**src/rtl/assert_macros.svh**
```systemverilog
// Assertion macros for the frame parser RTL.
// Needs clk and rst_n in the scope where a macro is used.
`ifndef ASSERT_MACROS_SVH
`define ASSERT_MACROS_SVH

// Same-cycle implication, checked outside reset.
`define TCFP_ASSERT_IMP(label, ante, cons, msg) \
    label: assert property (@(posedge clk) disable iff (!rst_n) (ante) |-> (cons)) \
        else $error(msg);

// Next-cycle implication, checked outside reset.
`define TCFP_ASSERT_NXT(label, ante, cons, msg) \
    label: assert property (@(posedge clk) disable iff (!rst_n) (ante) |=> (cons)) \
        else $error(msg);

`endif

```
**src/rtl/tcfp_pkg.sv**
```systemverilog
// Types and constants for the tagged configuration frame parser.
// No dependencies; imported by every module of the block.
package tcfp_pkg;

    localparam int CALL_MAX    = 16;
    localparam int SHORT_MAX   = 16;
    localparam int QUEUE_DEPTH = 4;
    localparam int QPTR_W      = $clog2(QUEUE_DEPTH);
    localparam int QCNT_W      = $clog2(QUEUE_DEPTH + 1);

    localparam logic [7:0] TAG_CALL  = 8'h00;
    localparam logic [7:0] TAG_SHORT = 8'h01;
    localparam logic [7:0] TAG_LAT   = 8'h02;
    localparam logic [7:0] TAG_LON   = 8'h03;
    localparam logic [7:0] TAG_ALT   = 8'h04;

    // field flag bit positions
    localparam int FL_CALL  = 0;
    localparam int FL_SHORT = 1;
    localparam int FL_LAT   = 2;
    localparam int FL_LON   = 3;
    localparam int FL_ALT   = 4;

    typedef enum logic [1:0] {
        KIND_CALL    = 2'd0,
        KIND_SHORT   = 2'd1,
        KIND_SUMMARY = 2'd2
    } kind_t;

    typedef enum logic [12:0] {
        PH_FIRST     = 13'b0_0000_0000_0001,
        PH_CALL_LEN  = 13'b0_0000_0000_0010,
        PH_CALL      = 13'b0_0000_0000_0100,
        PH_SHORT_LEN = 13'b0_0000_0000_1000,
        PH_SHORT     = 13'b0_0000_0001_0000,
        PH_LAT       = 13'b0_0000_0010_0000,
        PH_LON       = 13'b0_0000_0100_0000,
        PH_ALT       = 13'b0_0000_1000_0000,
        PH_TAG1      = 13'b0_0001_0000_0000,
        PH_TAG2      = 13'b0_0010_0000_0000,
        PH_TAG3      = 13'b0_0100_0000_0000,
        PH_TAG4      = 13'b0_1000_0000_0000,
        PH_IDLE      = 13'b1_0000_0000_0000
    } phase_t;

    // one classified input byte: up to one character and one summary
    typedef struct packed {
        logic               has_char;
        kind_t              char_kind;
        logic [7:0]         char_value;
        logic               has_sum;
        logic               frame_ok;
        logic [4:0]         flags;
        logic signed [31:0] lat;
        logic signed [31:0] lon;
        logic signed [31:0] alt;
    } op_t;

    typedef struct packed {
        logic full;
        logic empty;
    } q_stat_t;

endpackage

```
**src/rtl/tagged_config_frame_parser_top.sv**
```systemverilog
// Tagged configuration frame parser, top level.
// Depends on tcfp_pkg, tcfp_front, tcfp_queue, tcfp_back and assert_macros.svh.
//
// Input channel: one frame byte per beat (byte_value, is_last, empty_frame),
// taken when in_valid is high and in_stall low. in_stall rises only when the
// four-entry op queue is full.
// Output channel: one result per beat, taken when out_valid is high and
// out_stall low. The first 16 bytes of a callsign or short name give
// character beats; the last byte of a frame (or an empty frame) gives a
// summary beat with end_of_frame set, after which the parser is back at the frame start.
// A result passes through the op queue and then the output register before
// it shows on out_valid; a summary behind a character follows as its own beat.
// Throughput: one input beat per cycle while in_stall is low; an input beat
// that carries both a character and the summary needs two output beats, so the
// output register sets the sustained rate when frames end on a name byte.
// While out_stall is held the output register keeps its beat, the queue
// fills, and after four queued ops the input is stalled too.
// Reset (rst_n low, asynchronous) empties queue and output register and
// returns the parser to the frame start with all gathered values cleared.
`include "assert_macros.svh"

module tagged_config_frame_parser_top
    import tcfp_pkg::*;
(
    input  logic               clk,
    input  logic               rst_n,
    input  logic               in_valid,
    output logic               in_stall,
    input  logic [7:0]         byte_value,
    input  logic               is_last,
    input  logic               empty_frame,
    output logic               out_valid,
    input  logic               out_stall,
    output logic [1:0]         result_kind,
    output logic [7:0]         char_value,
    output logic               frame_ok,
    output logic               has_call,
    output logic               has_short,
    output logic               has_lat,
    output logic               has_lon,
    output logic               has_alt,
    output logic signed [31:0] latitude,
    output logic signed [31:0] longitude,
    output logic signed [31:0] altitude,
    output logic               end_of_frame
);

    logic    push;
    logic    pop;
    op_t     push_op;
    op_t     head_op;
    q_stat_t q_stat;
    logic    char_beat;
    logic    summary_beat;
    logic    char_fields_clear;

    tcfp_front u_front (
        .clk         (clk),
        .rst_n       (rst_n),
        .in_valid    (in_valid),
        .in_stall    (in_stall),
        .byte_value  (byte_value),
        .is_last     (is_last),
        .empty_frame (empty_frame),
        .q_stat      (q_stat),
        .push        (push),
        .push_op     (push_op)
    );

    tcfp_queue u_queue (
        .clk     (clk),
        .rst_n   (rst_n),
        .push    (push),
        .push_op (push_op),
        .pop     (pop),
        .head_op (head_op),
        .q_stat  (q_stat)
    );

    tcfp_back u_back (
        .clk          (clk),
        .rst_n        (rst_n),
        .head_op      (head_op),
        .q_stat       (q_stat),
        .pop          (pop),
        .out_valid    (out_valid),
        .out_stall    (out_stall),
        .result_kind  (result_kind),
        .char_value   (char_value),
        .frame_ok     (frame_ok),
        .has_call     (has_call),
        .has_short    (has_short),
        .has_lat      (has_lat),
        .has_lon      (has_lon),
        .has_alt      (has_alt),
        .latitude     (latitude),
        .longitude    (longitude),
        .altitude     (altitude),
        .end_of_frame (end_of_frame)
    );

    assign char_beat         = out_valid && result_kind != KIND_SUMMARY;
    assign summary_beat      = out_valid && result_kind == KIND_SUMMARY;
    assign char_fields_clear = !frame_ok && !has_call && !has_short && !has_lat && !has_lon
        && !has_alt && latitude == 0 && longitude == 0 && altitude == 0 && !end_of_frame;

    `TCFP_ASSERT_IMP(a_char_beat_clean, char_beat, char_fields_clear, "character beat carries summary data")
    `TCFP_ASSERT_IMP(a_eof_on_summary, out_valid, end_of_frame == summary_beat, "end_of_frame mismatch")
    `TCFP_ASSERT_IMP(a_ok_needs_call, summary_beat && frame_ok, has_call, "frame ok without callsign")
    `TCFP_ASSERT_IMP(a_queue_status, q_stat.full, !q_stat.empty, "queue both full and empty")

endmodule

```
**src/rtl/tcfp_front.sv**
```systemverilog
// Front end: accepts input beats, runs the frame parse and pushes result ops.
// Depends on tcfp_pkg.
module tcfp_front
    import tcfp_pkg::*;
(
    input  logic       clk,
    input  logic       rst_n,
    input  logic       in_valid,
    output logic       in_stall,
    input  logic [7:0] byte_value,
    input  logic       is_last,
    input  logic       empty_frame,
    input  q_stat_t    q_stat,
    output logic       push,
    output op_t        push_op
);

    phase_t             phase_reg,   phase_next;
    logic [7:0]         left_reg,    left_next;
    logic [7:0]         copied_reg,  copied_next;
    logic [31:0]        shift_reg,   shift_next;
    logic [1:0]         idx_reg,     idx_next;
    logic signed [31:0] lat_reg,     lat_next;
    logic signed [31:0] lon_reg,     lon_next;
    logic signed [31:0] alt_reg,     alt_next;
    logic [4:0]         flags_reg,   flags_next;
    logic               failed_reg,  failed_next;

    logic  accept;
    op_t   op;

    // next phase after a byte at a tag position; min_tag is the lowest tag allowed
    function automatic phase_t tag_phase(input logic [7:0] b, input logic [2:0] min_tag);
        phase_t p;
        p = PH_IDLE;
        if (b == TAG_SHORT && min_tag <= 3'd1)
            p = PH_SHORT_LEN;
        else if (b == TAG_LAT && min_tag <= 3'd2)
            p = PH_LAT;
        else if (b == TAG_LON && min_tag <= 3'd3)
            p = PH_LON;
        else if (b == TAG_ALT && min_tag <= 3'd4)
            p = PH_ALT;
        return p;
    endfunction

    assign in_stall = q_stat.full;
    assign accept   = in_valid && !q_stat.full;

    always_comb
    begin
        logic [7:0]  left_dec;
        logic [31:0] word;
        logic        end_fail;

        phase_next  = phase_reg;
        left_next   = left_reg;
        copied_next = copied_reg;
        shift_next  = shift_reg;
        idx_next    = idx_reg;
        lat_next    = lat_reg;
        lon_next    = lon_reg;
        alt_next    = alt_reg;
        flags_next  = flags_reg;
        failed_next = failed_reg;
        op          = '0;
        op.char_kind  = KIND_CALL;
        op.char_value = byte_value;
        left_dec    = left_reg - 8'd1;
        word        = {byte_value, shift_reg[23:0]};
        end_fail    = 1'b0;

        if (empty_frame)
        begin
            phase_next  = PH_FIRST;
            left_next   = '0;
            copied_next = '0;
            shift_next  = '0;
            idx_next    = '0;
            lat_next    = '0;
            lon_next    = '0;
            alt_next    = '0;
            flags_next  = '0;
            failed_next = 1'b1;
        end
        else if (!failed_reg)
        begin
            case (phase_reg)
                PH_FIRST:
                begin
                    if (byte_value != TAG_CALL)
                        failed_next = 1'b1;
                    else
                        phase_next = PH_CALL_LEN;
                end
                PH_CALL_LEN:
                begin
                    if (byte_value == 8'd0)
                        failed_next = 1'b1;
                    else
                    begin
                        left_next   = byte_value;
                        copied_next = '0;
                        phase_next  = PH_CALL;
                    end
                end
                PH_CALL:
                begin
                    if (copied_reg < 8'(CALL_MAX))
                    begin
                        op.has_char = 1'b1;
                        copied_next = copied_reg + 8'd1;
                    end
                    left_next = left_dec;
                    if (left_dec == 8'd0)
                    begin
                        flags_next[FL_CALL] = 1'b1;
                        phase_next = PH_TAG1;
                    end
                end
                PH_SHORT_LEN:
                begin
                    copied_next = '0;
                    left_next   = byte_value;
                    phase_next  = (byte_value == 8'd0) ? PH_TAG2 : PH_SHORT;
                end
                PH_SHORT:
                begin
                    if (copied_reg < 8'(SHORT_MAX))
                    begin
                        op.has_char  = 1'b1;
                        op.char_kind = KIND_SHORT;
                        copied_next  = copied_reg + 8'd1;
                    end
                    left_next = left_dec;
                    if (left_dec == 8'd0)
                    begin
                        flags_next[FL_SHORT] = 1'b1;
                        phase_next = PH_TAG2;
                    end
                end
                PH_LAT, PH_LON, PH_ALT:
                begin
                    // little-endian: each byte lands in its own lane
                    if (idx_reg == 2'd3)
                    begin
                        idx_next = '0;
                        if (phase_reg == PH_LAT)
                        begin
                            lat_next = word;
                            flags_next[FL_LAT] = 1'b1;
                            phase_next = PH_TAG3;
                        end
                        else if (phase_reg == PH_LON)
                        begin
                            lon_next = word;
                            flags_next[FL_LON] = 1'b1;
                            phase_next = PH_TAG4;
                        end
                        else
                        begin
                            alt_next = word;
                            flags_next[FL_ALT] = 1'b1;
                            phase_next = PH_IDLE;
                        end
                    end
                    else
                    begin
                        shift_next[8*idx_reg +: 8] = byte_value;
                        idx_next = idx_reg + 2'd1;
                    end
                end
                PH_TAG1, PH_TAG2, PH_TAG3, PH_TAG4:
                begin
                    case (phase_reg)
                        PH_TAG1: phase_next = tag_phase(byte_value, 3'd1);
                        PH_TAG2: phase_next = tag_phase(byte_value, 3'd2);
                        PH_TAG3: phase_next = tag_phase(byte_value, 3'd3);
                        default: phase_next = tag_phase(byte_value, 3'd4);
                    endcase
                    if (phase_next != PH_IDLE)
                        idx_next = '0;
                end
                default:
                begin
                end
            endcase
        end

        if (is_last || empty_frame)
        begin
            // ending before any tag position means something was cut short
            end_fail = failed_next || (phase_next inside {PH_FIRST, PH_CALL_LEN, PH_CALL,
                PH_SHORT_LEN, PH_SHORT, PH_LAT, PH_LON, PH_ALT});
            op.has_sum  = 1'b1;
            op.frame_ok = !end_fail;
            op.flags    = flags_next;
            op.lat      = lat_next;
            op.lon      = lon_next;
            op.alt      = alt_next;

            phase_next  = PH_FIRST;
            left_next   = '0;
            copied_next = '0;
            shift_next  = '0;
            idx_next    = '0;
            lat_next    = '0;
            lon_next    = '0;
            alt_next    = '0;
            flags_next  = '0;
            failed_next = 1'b0;
        end
    end

    assign push    = accept && (op.has_char || op.has_sum);
    assign push_op = op;

    always_ff @(posedge clk or negedge rst_n)
    begin
        if (!rst_n)
        begin
            phase_reg  <= PH_FIRST;
            left_reg   <= '0;
            copied_reg <= '0;
            shift_reg  <= '0;
            idx_reg    <= '0;
            lat_reg    <= '0;
            lon_reg    <= '0;
            alt_reg    <= '0;
            flags_reg  <= '0;
            failed_reg <= 1'b0;
        end
        else if (accept)
        begin
            phase_reg  <= phase_next;
            left_reg   <= left_next;
            copied_reg <= copied_next;
            shift_reg  <= shift_next;
            idx_reg    <= idx_next;
            lat_reg    <= lat_next;
            lon_reg    <= lon_next;
            alt_reg    <= alt_next;
            flags_reg  <= flags_next;
            failed_reg <= failed_next;
        end
    end

endmodule

```
**src/rtl/tcfp_queue.sv**
```systemverilog
// Small op queue between parser front end and output back end.
// Depends on tcfp_pkg.
module tcfp_queue
    import tcfp_pkg::*;
(
    input  logic    clk,
    input  logic    rst_n,
    input  logic    push,
    input  op_t     push_op,
    input  logic    pop,
    output op_t     head_op,
    output q_stat_t q_stat
);

    op_t               slots [QUEUE_DEPTH];
    logic [QPTR_W-1:0] wr_ptr_reg, wr_ptr_next;
    logic [QPTR_W-1:0] rd_ptr_reg, rd_ptr_next;
    logic [QCNT_W-1:0] count_reg,  count_next;

    function automatic logic [QPTR_W-1:0] bump(input logic [QPTR_W-1:0] p);
        return (p == QPTR_W'(QUEUE_DEPTH - 1)) ? '0 : p + QPTR_W'(1);
    endfunction

    assign q_stat.full  = (count_reg == QCNT_W'(QUEUE_DEPTH));
    assign q_stat.empty = (count_reg == '0);
    assign head_op      = slots[rd_ptr_reg];

    always_comb
    begin
        wr_ptr_next = push ? bump(wr_ptr_reg) : wr_ptr_reg;
        rd_ptr_next = pop  ? bump(rd_ptr_reg) : rd_ptr_reg;
        count_next  = count_reg;
        if (push && !pop)
            count_next = count_reg + QCNT_W'(1);
        else if (pop && !push)
            count_next = count_reg - QCNT_W'(1);
    end

    always_ff @(posedge clk)
    begin
        if (push)
            slots[wr_ptr_reg] <= push_op;
    end

    always_ff @(posedge clk or negedge rst_n)
    begin
        if (!rst_n)
        begin
            wr_ptr_reg <= '0;
            rd_ptr_reg <= '0;
            count_reg  <= '0;
        end
        else
        begin
            wr_ptr_reg <= wr_ptr_next;
            rd_ptr_reg <= rd_ptr_next;
            count_reg  <= count_next;
        end
    end

endmodule

```
**src/rtl/tcfp_back.sv**
```systemverilog
// Back end: splits queued ops into result beats held in an output register.
// Depends on tcfp_pkg.
module tcfp_back
    import tcfp_pkg::*;
(
    input  logic               clk,
    input  logic               rst_n,
    input  op_t                head_op,
    input  q_stat_t            q_stat,
    output logic               pop,
    output logic               out_valid,
    input  logic               out_stall,
    output logic [1:0]         result_kind,
    output logic [7:0]         char_value,
    output logic               frame_ok,
    output logic               has_call,
    output logic               has_short,
    output logic               has_lat,
    output logic               has_lon,
    output logic               has_alt,
    output logic signed [31:0] latitude,
    output logic signed [31:0] longitude,
    output logic signed [31:0] altitude,
    output logic               end_of_frame
);

    logic               valid_reg,     valid_next;
    logic               char_done_reg, char_done_next;
    kind_t              kind_reg,      kind_next;
    logic [7:0]         char_reg,      char_next;
    logic               ok_reg,        ok_next;
    logic [4:0]         flags_reg,     flags_next;
    logic signed [31:0] lat_reg,       lat_next;
    logic signed [31:0] lon_reg,       lon_next;
    logic signed [31:0] alt_reg,       alt_next;

    logic load;
    logic take;
    logic emit_char;

    assign load      = !valid_reg || !out_stall;
    assign take      = load && !q_stat.empty;
    assign emit_char = head_op.has_char && !char_done_reg;
    // an op with a character and a summary stays at the head until its summary beat is taken
    assign pop       = take && !(emit_char && head_op.has_sum);

    always_comb
    begin
        valid_next     = valid_reg;
        char_done_next = char_done_reg;
        kind_next      = kind_reg;
        char_next      = char_reg;
        ok_next        = ok_reg;
        flags_next     = flags_reg;
        lat_next       = lat_reg;
        lon_next       = lon_reg;
        alt_next       = alt_reg;

        if (load)
            valid_next = 1'b0;
        if (take)
        begin
            valid_next     = 1'b1;
            char_done_next = emit_char && head_op.has_sum;
            if (emit_char)
            begin
                kind_next  = head_op.char_kind;
                char_next  = head_op.char_value;
                ok_next    = 1'b0;
                flags_next = '0;
                lat_next   = '0;
                lon_next   = '0;
                alt_next   = '0;
            end
            else
            begin
                kind_next  = KIND_SUMMARY;
                char_next  = '0;
                ok_next    = head_op.frame_ok;
                flags_next = head_op.flags;
                lat_next   = head_op.lat;
                lon_next   = head_op.lon;
                alt_next   = head_op.alt;
            end
        end
    end

    always_ff @(posedge clk or negedge rst_n)
    begin
        if (!rst_n)
        begin
            valid_reg     <= 1'b0;
            char_done_reg <= 1'b0;
        end
        else
        begin
            valid_reg     <= valid_next;
            char_done_reg <= char_done_next;
        end
    end

    always_ff @(posedge clk)
    begin
        kind_reg  <= kind_next;
        char_reg  <= char_next;
        ok_reg    <= ok_next;
        flags_reg <= flags_next;
        lat_reg   <= lat_next;
        lon_reg   <= lon_next;
        alt_reg   <= alt_next;
    end

    assign out_valid    = valid_reg;
    assign result_kind  = kind_reg;
    assign char_value   = char_reg;
    assign frame_ok     = ok_reg;
    assign has_call     = flags_reg[FL_CALL];
    assign has_short    = flags_reg[FL_SHORT];
    assign has_lat      = flags_reg[FL_LAT];
    assign has_lon      = flags_reg[FL_LON];
    assign has_alt      = flags_reg[FL_ALT];
    assign latitude     = lat_reg;
    assign longitude    = lon_reg;
    assign altitude     = alt_reg;
    assign end_of_frame = (kind_reg == KIND_SUMMARY);

endmodule
```
**config.mk**
```make
export PLATFORM = sky130hd
export DESIGN_NAME = tagged_config_frame_parser_top
export DESIGN_NICKNAME = d
export VERILOG_FILES = /design/src/rtl/tcfp_pkg.sv /design/src/rtl/tagged_config_frame_parser_top.sv /design/src/rtl/tcfp_front.sv /design/src/rtl/tcfp_queue.sv /design/src/rtl/tcfp_back.sv
export VERILOG_INCLUDE_DIRS = /design/src /design/src/rtl
export SDC_FILE = /design/constraint.sdc
export NUM_CORES = 1
export LEC_CHECK = 0
export BUFFER_PORTS_ARGS = -buffer_cell sky130_fd_sc_hd__buf_4
export CORE_MARGIN = 2
export CORE_UTILIZATION = 60
export CTS_CLUSTER_DIAMETER = 30
export DETAILED_ROUTE_END_ITERATION = 10
export PLACE_DENSITY = 0.78
export SYNTH_ARGS = -nofsm -noshare
export SYNTH_HDL_FRONTEND = slang
export SYNTH_HIERARCHICAL = 1
export SYNTH_SLANG_ARGS = --single-unit
```
**constraint.sdc**
```tcl
create_clock -name clk -period 12.1 [get_ports clk]
set_input_delay 3.63 -clock clk [delete_from_list [all_inputs] [get_ports clk]]
set_output_delay 3.63 -clock clk [all_outputs]
set_load 0.1 [all_outputs]
```
==> impl_metrics.yaml <==
outcome:
  outcome: "finished, final reports clean"
sta:
  worst_pin_slew_ps: 1356
  clock_skew_ps: 39.38
  fin_hold_ws_ps: 489.8
  rsz0062_at_grt: "false"
  finalSetupTns_ps: 0
  layout_min_cycle_time_ps: 6722
  relSlewSlack: 0.09576
  drv_slew: 0
  hold_viol_final: 0
  setup_viol: 0
  clock.fmax_ghz: 0.1488
  finalCritPeriodShare: 0.5555
final_layout:
  area_growth_pct: 18.65
  largest_register_ffs: 456
  layout_common_cells: "568 x edfxtp_1, 264 x nand2_1, 163 x dfrtp_1"
  drive_gt1_frac: 0.2410
  layout_commonest_cell: "edfxtp_1"
  fin_nets: 2061
  utilization: 0.7195
  finalInstanceArea_um2: 35150
  top_register: "u_queue/slots"
  stdcell_count: 2806
floorplan:
  initial_core_util: 0.6063
  row_count: 81
  die-area_um2: 51160
  die_height_um: 226.2
  core_area_um2: 48850
  die_w_um: 226.2
  io_pins: 129
pwr:
  powerDensity_nw_per_um2: 284.7
  power.static_leakage_uw: 0.01277
  vdd_drop_max_mv: 0.2081
yosys:
  yosysWarnings: 6
  ys.flop_type: "edfxtp_1"
  ys_types: 77
  synth-seq-cells: 734
  syn-cell-area_um2: 29620
  synth_seq_area_share: 0.7161
  synth-edff-count: 568
  syn_area_per_cell_um2: 15.70
  synth_nets: 1915
  synth_cells: 1887
  async_flop_share: 0.2262
clock_tree:
  clk_pin_slew_ps: 50
  clk_latency_ps: 680
  cts_max_path_buffers: 3
  postCtsSetupBuffers: 0
  cts.htree.levels: 3
  ctsHoldBuffers: 0
  cts_buffers: 121
  clk_root_buffer_cell: "clkbuf_16"
  cts.sinks: 734
  cts_tree: "yes"
  cts_resized: 0
setup_path:
  cp_num_cells: 8
  crit_fanout: 67
  cp_num_buf_inv: 4
  reg2reg_depth: 8
  r2r-start: "u_front/phase_reg[8]"
  crit_path_end_kind: "flop"
  critical_path_required_ps: 12360
  arrival_ps: 6990
  crit_family: "buffers and inverters"
  cp-startpoint: "empty_frame"
  slowest_delay_ps: 870
  startpoint_type: "input port"
  cp_cell_sequence: "buf_4 -> nor2_1 -> buf_4 -> inv_1 -> nor2_1 -> nor2_1 -> and2_4 -> buf_4"
  reg2reg_to: "u_queue/slots[1][101]"
  cp_slowest_cell: "buf_4"
  endpoint: "u_queue/slots[1][101]"
  ff2ff_setup_slack_ps: 6750
  crit_type: "input port to flop"
route:
  drtIter0Drc: 2022
  wl_per_cell_um: 25.19
  wirelength_mm: 70.68
  drtAntennaViolNets: 0
  firstDrtPassIters: 6
  vias: 17660
  vias_per_cell: 6.292
  drcViolationCount: 0
grt:
  grt.overflow.total: 0
  grt_antenna_before_repair: 1
  grt_usage: 0.2835
  grt_pass1_vias: 18100
  grt_max_degree: 103
  grt_pass1_wl_mm: 107.7
hold_path:
  min_path_type: "flop to flop"
place:
  hpwl_mm: 38.06
  placed_cells: 2574
  place_area_um2: 31030
  gp_congestion: 0.8907
  io_buffers: 128
job:
  drv_cap: 0
worst min-delay path by stage:
stage                                      from                     to  slack, ps  depth (start not counted)
after global placement    u_front/copied_reg[3]  u_front/copied_reg[3]        470                          1
after floorplan           u_front/copied_reg[3]  u_front/copied_reg[3]        440                          1
after CTS                  u_queue/count_reg[2]   u_queue/count_reg[2]        490                          1
final                     u_front/copied_reg[5]  u_front/copied_reg[5]        490                          1
after detailed placement    u_front/lat_reg[24]    u_front/lat_reg[24]        480                          1
after global routing        u_front/lat_reg[24]    u_front/lat_reg[24]        510                          1
layout make-up:
type | instances | area, µm²
tap | 664 | 830.8
antenna | 1 | 2.502
fill | 2920 | 13700
clock buffer | 142 | 3159
inverter | 16 | 60.06
clock inverter | 89 | 952.2
multi-input combinational | 1009 | 7784
sequential | 734 | 21220
timing repair buffer | 151 | 1137
per-stage QoR:
stage                     worst slack (ps)  power [µW]
after global routing                  5149       10310
after CTS                             5435       10070
after detailed placement              4783        6639
final                                 5378       10010
after global placement                4882        6578
after floorplan                       1370        5980
where the power goes:
group / total, µW / leakage [µW] / switching (µW) / internal [µW]
Combinational: 3080 / 0.00310 / 2260 / 828
Sequential: 3520 / 0.00770 / 236 / 3290
Clock: 3400 / 0.00197 / 1220 / 2180
Total: 10000 / 0.0128 / 3710 / 6290
cells by family (layout without fill, tap and decap cells):
family                     Yosys count  in the layout  share of synthesized area
and+or+nand+nor                    535            535                    0.08917
muxes                              120            120                    0.08892
AOI/OAI and AO/OA                  331            331                    0.07426
other                                1              2                  0.0001266
DFF                                734            734                     0.7161
adders and majority gates           14             14                   0.006168
xor gates and xnor gates             8              8                   0.002366
buffers and inverters              144            398                    0.02285
cell usage after synthesis (7+ instances only):
| library cell | number | area, µm² |
|---|---|---|
| o21ai_1 | 8 | 40.04 |
| mux4_2 | 114 | 2567 |
| o21ai_0 | 61 | 305.3 |
| buf_2 | 20 | 100.1 |
| and2_1 | 108 | 675.7 |
| inv_1 | 16 | 60.06 |
| clkbuf_2 | 8 | 40.04 |
| nand2b_1 | 11 | 68.82 |
| nor3_1 | 11 | 55.05 |
| buf_6 | 8 | 90.09 |
| edfxtp_1 | 568 | 17060 |
| nor2_1 | 64 | 240.2 |
| nor4_1 | 7 | 43.79 |
| buf_4 | 11 | 82.58 |
| a22o_1 | 106 | 928.4 |
| a21oi_1 | 121 | 605.6 |
| clkbuf_1 | 78 | 292.8 |
| ha_1 | 13 | 162.7 |
| nand3_1 | 8 | 40.04 |
| nand2_1 | 265 | 994.7 |
| and2_2 | 9 | 67.56 |
| dfrtp_1 | 165 | 4129 |
per-layer routing:
metal / vias up / share of wire / track usage
li1: 7475 / - / -
met1: 8929 / 0.37 / 0.3754
met4: 2 / 0.038 / 0.1233
met3: 193 / 0.087 / 0.05569
met5: - / 0.00018 / 0
met2: 1056 / 0.51 / 0.4632
Power figures use the tool's default switching activity.
